$ cat src/isfp_pkg.sv
// Shared constants for the serial frame parser.
package isfp_pkg;

	localparam logic [7:0] HDR_BYTE   = 8'h55;
	localparam logic [7:0] TYPE_ACCEL = 8'h51;
	localparam logic [7:0] TYPE_RATE  = 8'h52;
	localparam logic [7:0] TYPE_ANGLE = 8'h53;
	localparam logic [7:0] TYPE_FIELD = 8'h54;

	localparam int unsigned CNT_W = 4;
	localparam logic [CNT_W-1:0] CNT_HUNT  = 4'd0;
	localparam logic [CNT_W-1:0] CNT_TYPE  = 4'd1;
	localparam logic [CNT_W-1:0] CNT_CHECK = 4'd10;

	typedef logic signed [15:0] word_t;
	typedef word_t vec3_t [3];

endpackage

$ cat src/imu_serial_frame_parser.sv
// Byte-serial parser for 11-byte sum-checked sensor frames, snapshot on angle frames.
// An accepted byte is held in the byte stage and then parsed; an angle frame's check byte loads the snapshot.
// Throughput: one byte per cycle; the byte stage stalls only while a finished snapshot
// waits and the staged byte would produce another.
// Reset (arst_n low, asynchronous): hunts for a header, held values zero, no snapshot.
// Checksum is kept as a running sum, so each byte costs one 8-bit add and one compare.
module imu_serial_frame_parser
	import isfp_pkg::*;
(
	input  logic               clk,
	input  logic               arst_n,
	input  logic               in_valid,
	output logic               in_ready,
	input  logic [7:0]         rx_byte,
	output logic               out_valid,
	input  logic               out_ready,
	output logic signed [15:0] accel_x,
	output logic signed [15:0] accel_y,
	output logic signed [15:0] accel_z,
	output logic signed [15:0] rate_x,
	output logic signed [15:0] rate_y,
	output logic signed [15:0] rate_z,
	output logic signed [15:0] angle_x,
	output logic signed [15:0] angle_y,
	output logic signed [15:0] angle_z,
	output logic signed [15:0] field_x,
	output logic signed [15:0] field_y,
	output logic signed [15:0] field_z
);

	// input stage
	logic       valid_s1;
	logic [7:0] byte_s1;

	// parse state
	logic [CNT_W-1:0] count_q;
	logic [7:0]       sum_q;
	logic [7:0]       type_q;
	logic [7:0]       data_q [6];
	vec3_t            accel_q, rate_q, angle_q, field_q;

	// result register
	logic  out_valid_q;
	vec3_t o_accel_q, o_rate_q, o_angle_q, o_field_q;

	logic  frame_ok;
	logic  emit;
	logic  go;
	vec3_t words;

	always_comb begin
		for (int i = 0; i < 3; i++) begin
			words[i] = word_t'({data_q[2*i+1], data_q[2*i]});
		end
	end

	assign frame_ok = (count_q == CNT_CHECK) && (sum_q == byte_s1) &&
		(type_q == TYPE_ACCEL || type_q == TYPE_RATE ||
		 type_q == TYPE_ANGLE || type_q == TYPE_FIELD);
	assign emit     = valid_s1 && frame_ok && (type_q == TYPE_ANGLE);
	assign go       = valid_s1 && !(emit && out_valid_q && !out_ready);
	assign in_ready = !valid_s1 || go;

	always_ff @(posedge clk or negedge arst_n) begin
		if (!arst_n) begin
			valid_s1 <= 1'b0;
		end else if (in_ready) begin
			valid_s1 <= in_valid;
		end
	end

	always_ff @(posedge clk) begin
		if (in_ready && in_valid) begin
			byte_s1 <= rx_byte;
		end
	end

	always_ff @(posedge clk or negedge arst_n) begin
		if (!arst_n) begin
			count_q <= CNT_HUNT;
			for (int i = 0; i < 3; i++) begin
				accel_q[i] <= '0;
				rate_q[i]  <= '0;
				angle_q[i] <= '0;
				field_q[i] <= '0;
			end
		end else if (go) begin
			if (count_q == CNT_HUNT) begin
				if (byte_s1 == HDR_BYTE) begin
					count_q <= CNT_TYPE;
				end
			end else if (count_q == CNT_CHECK) begin
				count_q <= CNT_HUNT;
				if (frame_ok) begin
					case (type_q)
						TYPE_ACCEL: accel_q <= words;
						TYPE_RATE:  rate_q  <= words;
						TYPE_ANGLE: angle_q <= words;
						default:    field_q <= words;
					endcase
				end
			end else begin
				count_q <= count_q + CNT_W'(1);
			end
		end
	end

	// frame payload: running sum, type byte, first six data bytes
	always_ff @(posedge clk) begin
		if (go) begin
			if (count_q == CNT_HUNT) begin
				sum_q <= byte_s1;
			end else begin
				sum_q <= sum_q + byte_s1;
			end
			if (count_q == CNT_TYPE) begin
				type_q <= byte_s1;
			end
			case (count_q)
				4'd2:    data_q[0] <= byte_s1;
				4'd3:    data_q[1] <= byte_s1;
				4'd4:    data_q[2] <= byte_s1;
				4'd5:    data_q[3] <= byte_s1;
				4'd6:    data_q[4] <= byte_s1;
				4'd7:    data_q[5] <= byte_s1;
				default: ;
			endcase
		end
	end

	always_ff @(posedge clk or negedge arst_n) begin
		if (!arst_n) begin
			out_valid_q <= 1'b0;
		end else if (go && emit) begin
			out_valid_q <= 1'b1;
		end else if (out_ready) begin
			out_valid_q <= 1'b0;
		end
	end

	// snapshot: angle comes from the frame just finished
	always_ff @(posedge clk) begin
		if (go && emit) begin
			o_accel_q <= accel_q;
			o_rate_q  <= rate_q;
			o_angle_q <= words;
			o_field_q <= field_q;
		end
	end

	assign out_valid = out_valid_q;
	assign accel_x   = o_accel_q[0];
	assign accel_y   = o_accel_q[1];
	assign accel_z   = o_accel_q[2];
	assign rate_x    = o_rate_q[0];
	assign rate_y    = o_rate_q[1];
	assign rate_z    = o_rate_q[2];
	assign angle_x   = o_angle_q[0];
	assign angle_y   = o_angle_q[1];
	assign angle_z   = o_angle_q[2];
	assign field_x   = o_field_q[0];
	assign field_y   = o_field_q[1];
	assign field_z   = o_field_q[2];

endmodule
$ cat config.mk
export PLATFORM = sky130hd
export DESIGN_NAME = imu_serial_frame_parser
export DESIGN_NICKNAME = d
export VERILOG_FILES = /design/src/isfp_pkg.sv /design/src/imu_serial_frame_parser.sv
export SDC_FILE = /design/constraint.sdc
export NUM_CORES = 1
export LEC_CHECK = 0
export CORE_MARGIN = 1
export CORE_UTILIZATION = 59
export CTS_CLUSTER_DIAMETER = 120
export DETAILED_ROUTE_END_ITERATION = 10
export DONT_BUFFER_PORTS = 1
export GPL_TIMING_DRIVEN = 0
export HOLD_SLACK_MARGIN = 0.03
export PLACE_DENSITY = 0.75
export SLEW_MARGIN = 20
export SYNTH_ARGS = -nofsm -noshare
export SYNTH_HDL_FRONTEND = slang
export SYNTH_SLANG_ARGS = --single-unit
$ cat constraint.sdc
create_clock -name clk -period 17.8 [get_ports clk]
set_input_delay 0.89 -clock clk [delete_from_list [all_inputs] [get_ports clk]]
set_output_delay 0.89 -clock clk [all_outputs]
set_load 0.01 [all_outputs]
Word level (Yosys, flattened, before mapping) --
Memory sizes are Yosys's and may differ from the RTL's. Cells that the tools add are included.
Storage, ports and cells: bits in registers 366, memory bits (writable) 48, bits of input ports 12, output and inout bits 194, logic and storage cells 115, memories 1
Operators by class: $add $sub $neg 2, eq/ne operators 15, mux-type cells 39, bitwise gates (word level) 2, reductions and logical operators 29
Memory list:
- data_q | depth 6, bits a word 8, read ports 6, clocked after Yosys merged registers in 0, wr ports 1, line imu_serial_frame_parser.sv:39 | logic [7:0] data_q [6];
Operator list (number):
- $mux W8 | 6
- $eq A8 B7 Y1 const B | 5
- $reduce_or A8 Y1 | 5
- $mux W1 | 25
- $eq A4 B3 Y1 const B | 4
- $mux W3 | 5
- $reduce_and A5 Y1 | 3
- $mux W4 | 3
- $logic_and A1 B1 Y1 | 9
- $add A8 B8 Y8 | 1
- $eq A4 B2 Y1 const B | 2
- $eq A8 B8 Y1 | 1
- $add A4 B1 Y4 const B | 1
- $eq A4 B1 Y1 const B | 1
- $eq A4 B4 Y1 const B | 1
- $logic_not A4 Y1 | 1
- $logic_or A1 B1 Y1 | 4
- $reduce_and A2 Y1 | 2
- $logic_not A1 Y1 | 3
- $reduce_or A3 Y1 | 1
- $ne A2 B1 Y1 const B | 1
- $not A1 Y1 | 2
- $reduce_bool A2 Y1 | 1

Depth between registers and ports, before layout --
Gate-level depths: netlist of the first run.
word-level depth 19, depth in mapped cells 8, mapped depth without buffers 8

Worst setup path after synthesis of the first run --
No wires, ideal clock.
kind register to register, start point register byte_s1[6], end point register o_accel_q, in the netlist accel_x[0] (enable), setup time 0.747 ns, arrival 9.681 ns, data required time 17.053 ns, slack 7.372 ns, cell stages (with the launch flop) 8, buffers on the path 1, clock period less this slack 10.428 ns, cell sequence edfxtp_1 > ha_1 > buf_2 > nor3_1 > nand4b_1 > nor4b_1 > nand3_1 > nor2_1
Between the ends: longest elaborated chain between the ends 10
Ends and longest elaborated chain:
- start: declaration | line imu_serial_frame_parser.sv:33 | logic [7:0] byte_s1;
- start signal: assignment | line imu_serial_frame_parser.sv:74 | byte_s1 <= rx_byte;
- $eq A8 B8 Y1 * | line imu_serial_frame_parser.sv:57 | assign frame_ok = (count_q == CNT_CHECK) && (sum_q == byte_s1) &&
- $logic_and A1 B1 Y1 * (2 in a row) | line imu_serial_frame_parser.sv:57
- $logic_and A1 B1 Y1 * (2 in a row) | line imu_serial_frame_parser.sv:60 | assign emit = valid_s1 && frame_ok && (type_q == TYPE_ANGLE);
- $logic_and A1 B1 Y1 (2 in a row) | line imu_serial_frame_parser.sv:61 | assign go = valid_s1 && !(emit && out_valid_q && !out_ready);
- $logic_not A1 Y1 | line imu_serial_frame_parser.sv:61
- $logic_and A1 B1 Y1 | line imu_serial_frame_parser.sv:61
- $logic_and A1 B1 Y1 * | line imu_serial_frame_parser.sv:143 | if (go && emit) begin
- end signal: assignment | line imu_serial_frame_parser.sv:144 | o_accel_q <= accel_q;
- end: declaration | line imu_serial_frame_parser.sv:44 | vec3_t o_accel_q, o_rate_q, o_angle_q, o_field_q;
Every way passes the cells marked *; elsewhere a longest branch is shown, timed or not. A chain may end at the register's enable or synchronous reset.

Final worst setup path of the first run --
start point register byte_s1[6], end point register o_field_q, in the netlist field_y[8] (enable)
Between the ends: longest elaborated chain between the ends 10
Ends and longest elaborated chain:
- $eq A8 B8 Y1 * | line imu_serial_frame_parser.sv:57
- $logic_and A1 B1 Y1 * (2 in a row) | line imu_serial_frame_parser.sv:57
- $logic_and A1 B1 Y1 * (2 in a row) | line imu_serial_frame_parser.sv:60
- $logic_and A1 B1 Y1 (2 in a row) | line imu_serial_frame_parser.sv:61
- $logic_not A1 Y1 | line imu_serial_frame_parser.sv:61
- $logic_and A1 B1 Y1 | line imu_serial_frame_parser.sv:61
- $logic_and A1 B1 Y1 * | line imu_serial_frame_parser.sv:143
- end signal: assignment | line imu_serial_frame_parser.sv:147 | o_field_q <= field_q;
- end: declaration | line imu_serial_frame_parser.sv:44
Marked as above.

==> summary.txt, run 1 <==
Status
  • Outcome: finished, final reports clean

Clock tree
  • Hold Buf Count CTS: 0
  • Post CTS Setup Buffer Count: 0
  • Max Root-Sink Buffers: 3
  • CTS buffer count: 40
  • Count of clock tree sinks: 414
  • Clock latency at the later pin of the worst-skew pair: 0.52 ns
  • TritonCTS clock tree: done
  • Number of instances resized during post-cts repair: 0
  • Clock-pin slew on the worst setup and hold paths: 0.06 ns
  • Clock Tree Root: sky130_fd_sc_hd__clkbuf_16
  • H-tree depth: 2

Timing
  • Post-route worst setup slack: 13.96 ns
  • Number of hold violations in the final report: 0
  • Period minus WS final: 3.84 ns
  • Highest achievable clock rate: 0.260 GHz
  • Clock skew: 0.0146 ns
  • Max_slew headroom: 0.305
  • Number of max-slew violations in the final report: 0
  • Slew at the pin closest to its max-slew limit: 1.04 ns
  • Post-Route Setup TNS: 0 ns
  • Final period util: 0.216
  • Setup repair after global routing missed its margin: false
  • Number of setup violations in the final report: 0

Power
  • Pleak: 0.00697 µW
  • Internal power contribution: 1640 µW
  • Proportion of power drawn by the clock network: 0.410
  • NetSw: 449 µW
  • Total Power Consumption: 2090 µW
  • Worst-case vdd ir drop: 0.0967 mV
  • Net switching fraction of the power: 0.215
  • Cell area power density: 128 nW/µm²
  • Register share of total power: 0.521
  • Comb power frac: 0.069

Floorplanning
  • Num ports: 206
  • Initial core utilization: 0.607
  • Row cnt: 56
  • DIE HEIGHT: 158 µm
  • Die Width: 158 µm
  • Placeable Area: 23700 µm²
  • Area enclosed by the die boundary: 25000 µm²

Placed design
  • Post-DP HPWL: 16900 µm
  • Area after DPL: 15000 µm²
  • Worst slack at placement: 13.97 ns
  • Final weighted congestion of routability-driven global placement: 0.833
  • Number of buffers added on ports: 0

Global route
  • Aggregate global routing overflow: 0
  • Initial antenna violation count: 0
  • Number of global-route vias before repair: 6878
  • Pin count of the biggest net entering global routing: 151
  • GRT Resource Usage Total: 0.222
  • Wire length of the first global-routing pass: 40400 µm

Setup path
  • Endpoint kind of the worst setup timing path: flip-flop
  • Critical path capture point: field_y[8]
  • Data arrival time of the critical path: 4.06 ns
  • Top fanout value on the critical path: 27
  • Type of the setup path with the least slack: flip-flop to flip-flop
  • FF-to-FF path depth: 10
  • Critical Path Source: byte_s1[6]
  • R2R Setup Slk: 13.96 ns
  • Startpoint of the lowest-slack register-to-register path: byte_s1[6]
  • Critical path data required time: 18.02 ns
  • Capturing point of the worst reg2reg path: field_y[8]
  • Startpoint kind of the worst setup timing path: flip-flop

Synthesis
  • Average instance area after synthesis: 20.6 µm²
  • Area share of the largest cell type after synthesis: 0.551
  • Post-Syn Nets: 718
  • Combined area of all synthesized cells: 14400 µm²
  • Top area cells in the synthesized netlist: sky130_fd_sc_hd__edfxtp_1 (55%), sky130_fd_sc_hd__dfrtp_1 (26%), sky130_fd_sc_hd__mux2_2 (8.3%)
  • Number of standard cells after synthesis: 698
  • Seq/Total Area, Yosys: 0.812
  • Count of warnings emitted by yosys: 0
  • Ys flop type: sky130_fd_sc_hd__edfxtp_1
  • Synth area leader: sky130_fd_sc_hd__edfxtp_1
  • Number of synthesized flops with an enable pin: 264
  • Post-synthesis cell type count: 44
  • Number of synthesized register bits: 414
  • Asr flop ratio synth: 0.362

Layout
  • Share of cells above drive strength 1: 0.303
  • Seq. cell area: 11700 µm²
  • Syn-to-layout area delta: 13.8%
  • Area used by multi-input combinational logic: 2590 µm²
  • Number of filler cells placed in the layout: 1519
  • Number of diodes: 0
  • Cell area after layout: 16400 µm²
  • Final layout net count: 769

Routing
  • DRT Wirelength: 26900 µm
  • Drt first pass iters: 4
  • Detailed Route Iter0 Violations: 424
  • Antenna Violating Nets Remaining: 0
  • DRC: 0
  • Drt via density: 5.81
  • Total vias in the final route: 6373
  • Per-cell routed wire length: 24.5 µm

Worst hold path
  • Type of the tightest min-delay check: input pin to async pin

Job
  • Max-cap check violation count: 0
==> Yosys cell counts (3+ instances only) <==
cell type                  number
sky130_fd_sc_hd__a21oi_1        7
sky130_fd_sc_hd__nor2b_1        4
sky130_fd_sc_hd__ha_1           7
sky130_fd_sc_hd__buf_6          5
sky130_fd_sc_hd__nand2_1       12
sky130_fd_sc_hd__mux2_2       106
sky130_fd_sc_hd__nor4_1         4
sky130_fd_sc_hd__nand2b_1       6
sky130_fd_sc_hd__o21ai_0       11
sky130_fd_sc_hd__nor3b_1        4
sky130_fd_sc_hd__nand4_1        3
sky130_fd_sc_hd__clkbuf_1       6
sky130_fd_sc_hd__dfrtp_1      150
sky130_fd_sc_hd__mux2_4        39
sky130_fd_sc_hd__nand4b_1       3
sky130_fd_sc_hd__nor4b_1        3
sky130_fd_sc_hd__buf_2          6
sky130_fd_sc_hd__xor2_1         5
sky130_fd_sc_hd__nor2_1        14
sky130_fd_sc_hd__buf_4          3
sky130_fd_sc_hd__mux2i_1        3
sky130_fd_sc_hd__edfxtp_1     264
sky130_fd_sc_hd__nand3_1        3
sky130_fd_sc_hd__nor3_1         4
sky130_fd_sc_hd__inv_1          4
==> layout by cell type, fill, tap and decap left out, types with 6 or more instances in the layout <==
cell / instances
sky130_fd_sc_hd__nand2b_1: 6
sky130_fd_sc_hd__nand2_1: 12
sky130_fd_sc_hd__a21oi_1: 7
sky130_fd_sc_hd__o21ai_0: 11
sky130_fd_sc_hd__buf_2: 7
sky130_fd_sc_hd__clkbuf_8: 10
sky130_fd_sc_hd__edfxtp_1: 264
sky130_fd_sc_hd__clkbuf_1: 15
sky130_fd_sc_hd__ha_1: 7
sky130_fd_sc_hd__nor2_1: 13
sky130_fd_sc_hd__clkbuf_16: 41
sky130_fd_sc_hd__mux2_2: 106
sky130_fd_sc_hd__mux2_4: 39
sky130_fd_sc_hd__dfrtp_1: 150
==> sequential cells by signal (all words and copies together) (netlist names), 48 cells and up <==
name     count
accel_q     48
rate_q      48
data_q      48
field_q     48
==> worst max-delay path, cell delays in order, from the launching register on <==
cell and delay, ns:
sky130_fd_sc_hd__edfxtp_1 0.74, sky130_fd_sc_hd__ha_1 0.33, sky130_fd_sc_hd__buf_2 0.17, sky130_fd_sc_hd__nor3_1 0.22, sky130_fd_sc_hd__nand4b_1 0.16, sky130_fd_sc_hd__nor4b_1 0.45
sky130_fd_sc_hd__nand3_1 0.22, sky130_fd_sc_hd__nor2_4 0.59, sky130_fd_sc_hd__buf_16 0.25, sky130_fd_sc_hd__buf_16 0.18, sky130_fd_sc_hd__buf_16 0.19
==> area by class of cell <==
type	count	share of cell area
Timing Repair Buffer	9	0.0112
Clock buffer	60	0.0732
Clock inverter	11	0.00994
Multi-Input combinational cell	259	0.158
Sequential cell	414	0.714
Tap cell	319	0.0244
Buffer	21	0.00826
Inverter	4	0.000917
==> worst min path at each step <==
stage	start	to	slack [ns]
final	arst_n	rate_q[20]	0.07
after global routing	arst_n	rate_q[20]	0.05
after CTS	arst_n	field_q[22]	0.05
after detailed placement	rate_q[33]	rate_x[1]	0.43
after global placement	accel_q[14]	accel_z[14]	0.43
after floorplan	accel_q[47]	accel_x[15]	0.42
==> cells by family after synthesis <==
family | share of synthesized area
DFF | 0.812
muxes | 0.127
and+or+nand+nor | 0.0279
AOI/OAI and AO/OA | 0.0111
buffers and inverters | 0.0104
adders and majority gates | 0.00748
xor gates and xnor gates | 0.00426
==> power groups by stage <==
stage          Sequential (µW)  Clock, µW  Combinational [µW]
2_1_floorplan             1090          0                 105
3_3_place_gp              1100          0                 122
3_5_place_dp              1110          0                 140
4_1_cts                   1090        870                 141
5_1_grt                   1090        902                 157
6_report                  1090        855                 143
==> layer usage <==
layer	part of all wire	wire, µm	vias to the layer above	global-route usage
met5	0	0	-	0
met4	0.028	763	0	0.0810
met3	0.083	2240	59	0.0687
met2	0.48	13000	279	0.358
met1	0.41	11000	3292	0.286
li1	-	-	2743	-
==> stage by stage <==
stage,hold slack [ns],util,std cells
2_1_floorplan,0.419,-,698
3_3_place_gp,0.426,0.624,1017
3_5_place_dp,0.428,0.634,1026
4_1_cts,0.0481,0.691,1097
5_1_grt,0.0521,0.691,1097
6_report,0.0712,0.691,1097
(Power assumes the default switching activity.)
==> inputs of run 2 (changes only) <==
Settings changed: CORE_UTILIZATION 59 to 56, PLACE_DENSITY 0.75 to 0.74.
Clock period 17.8 ns to 3.52 ns, I/O delays scaled along.
==> summary.txt, run 2 (synthesized netlist as in run 1, its figures left out) <==
Layout
  • Share of cells above drive strength 1: 0.314
  • Area used by multi-input combinational logic: 2660 µm²
  • Number of filler cells placed in the layout: 1567
  • Number of diodes: 0
  • Seq. cell area: 11700 µm²
  • Count of placed standard cells in the final layout, fillers left out: 1133
  • Most frequent cells in the layout: sky130_fd_sc_hd__edfxtp_1 (264), sky130_fd_sc_hd__dfrtp_1 (150), sky130_fd_sc_hd__mux2_2 (106)
  • Syn-to-layout area delta: 15.0%
  • Cell area after layout: 16500 µm²
  • Most frequent standard cell in the layout excluding fill and tap cells: sky130_fd_sc_hd__edfxtp_1
  • Final layout net count: 791

Routing
  • Antenna Violating Nets Remaining: 0
  • Total vias in the final route: 6372
  • Drt first pass iters: 4
  • Per-cell routed wire length: 24.4 µm
  • DRT Wirelength: 27600 µm
  • Drt via density: 5.62
  • DRC: 0
  • Detailed Route Iter0 Violations: 484

Floorplanning
  • Row cnt: 58
  • Num ports: 206
  • Die Width: 162 µm
  • Initial core utilization: 0.571
  • DIE HEIGHT: 162 µm
  • Placeable Area: 25200 µm²
  • Area enclosed by the die boundary: 26300 µm²

Placed design
  • Post-DP HPWL: 16400 µm
  • Area after DPL: 15000 µm²
  • Placed insts: 1036
  • Number of buffers added on ports: 0
  • Worst slack at placement: -0.332 ns
  • Final weighted congestion of routability-driven global placement: 0.791

Worst hold path
  • Type of the tightest min-delay check: input pin to async pin

Timing
  • Number of setup violations in the final report: 0
  • Max_slew headroom: 0.298
  • Number of max-slew violations in the final report: 0
  • Period minus WS final: 3.18 ns
  • Post-Route Setup TNS: 0 ns
  • Slew at the pin closest to its max-slew limit: 1.05 ns
  • Worst hold slack after final layout: -0.660 ns
  • Number of hold violations in the final report: 150
  • Setup repair after global routing missed its margin: false
  • Highest achievable clock rate: 0.314 GHz
  • Clock skew: 0.0228 ns
  • Final period util: 0.904
  • Post-route worst setup slack: 0.339 ns

Setup path
  • Startpoint kind of the worst setup timing path: flip-flop
  • Type of the setup path with the least slack: flip-flop to flip-flop
  • Data arrival time of the critical path: 3.40 ns
  • Endpoint kind of the worst setup timing path: flip-flop
  • Critical path data required time: 3.74 ns
  • Top fanout value on the critical path: 29

Power
  • Comb power frac: 0.077
  • Total Power Consumption: 10500 µW
  • Internal power contribution: 8180 µW
  • Worst-case vdd ir drop: 0.393 mV
  • Net switching fraction of the power: 0.221
  • Register share of total power: 0.523
  • NetSw: 2320 µW
  • Proportion of power drawn by the clock network: 0.401
  • Cell area power density: 635 nW/µm²
  • Pleak: 0.00703 µW

Clock tree
  • CTS buffer count: 40
  • TritonCTS clock tree: done
  • Hold Buf Count CTS: 10
  • Clock-pin slew on the worst setup and hold paths: 0.06 ns
  • Clock latency at the later pin of the worst-skew pair: 0.53 ns
  • H-tree depth: 2
  • Max Root-Sink Buffers: 3
  • Clock Tree Root: sky130_fd_sc_hd__clkbuf_16
  • Count of clock tree sinks: 414
  • Number of instances resized during post-cts repair: 0

Global route
  • GRT Resource Usage Total: 0.216
  • Number of global-route vias before repair: 6761
  • Initial antenna violation count: 0
  • Pin count of the biggest net entering global routing: 151
  • Wire length of the first global-routing pass: 41600 µm
  • Aggregate global routing overflow: 0

Status
  • Outcome: finished with violations
  • Violated checks: hold timing

Job
  • Max-cap check violation count: 0
run 2: repair_timing:
item                       in CTS  in global routing
pin swaps                       1                  1
setup buffers                   7                  5
hold endpoints to repair      160                150
setup endpoints to repair      84                 29
cloned                          1                  0
run 2: power by group through the flow:
stage | Clock, µW | Combinational, µW | Sequential (µW)
2_1_floorplan | 0 | 584 | 5540
3_3_place_gp | 0 | 694 | 5600
3_5_place_dp | 0 | 747 | 5610
4_1_cts | 4260 | 803 | 5490
5_1_grt | 4450 | 894 | 5500
6_report | 4200 | 807 | 5490
run 2: final timing paths:
path	startpoint	end	slack (ns)	cells past startpoint
worst max-delay path	byte_s1[4]	rate_x[4]	0.34	9
worst min-delay path	arst_n	accel_q[16]	-0.66	0
worst max register to register	byte_s1[4]	rate_x[4]	0.34	9
worst min register to register	rate_q[39]	rate_x[7]	0.43	0
max in group asynchronous	arst_n	rate_q[26]	3.97	0
min in group clk	in_valid	byte_s1[0]	0.11	1
run 2: layer usage:
metal  share of wire  vias to the layer above  global-route usage
li1                -                     2795                   -
met1            0.41                     3284               0.285
met2            0.47                      250               0.339
met3           0.092                       43              0.0738
met4           0.024                        0              0.0720
met5               0                        -                   0
run 2: critical path, cell delays in order (launching register included):
cell	delay, ns
sky130_fd_sc_hd__edfxtp_1	0.54
sky130_fd_sc_hd__ha_4	0.30
sky130_fd_sc_hd__nor4_1	0.30
sky130_fd_sc_hd__nand2_1	0.13
sky130_fd_sc_hd__nor4b_2	0.34
sky130_fd_sc_hd__nand3_1	0.29
sky130_fd_sc_hd__nor2_4	0.28
sky130_fd_sc_hd__buf_12	0.23
sky130_fd_sc_hd__buf_12	0.21
sky130_fd_sc_hd__buf_16	0.21
run 2: through the flow:
step                      hold WS [ns]  utilization
after detailed placement        -0.115        0.597
after global placement          -0.115        0.591
after CTS                       -0.672        0.655
final                           -0.660        0.657
after global routing            -0.684        0.657
after floorplan                 -0.120            -
run 2: final cells by class:
cell class	count	area share
Multi-Input combinational cell	260	0.161
Sequential cell	414	0.706
Tap cell	330	0.0250
Clock inverter	21	0.0129
Clock buffer	53	0.0654
Timing Repair Buffer	30	0.0200
Inverter	4	0.000908
Buffer	21	0.00855
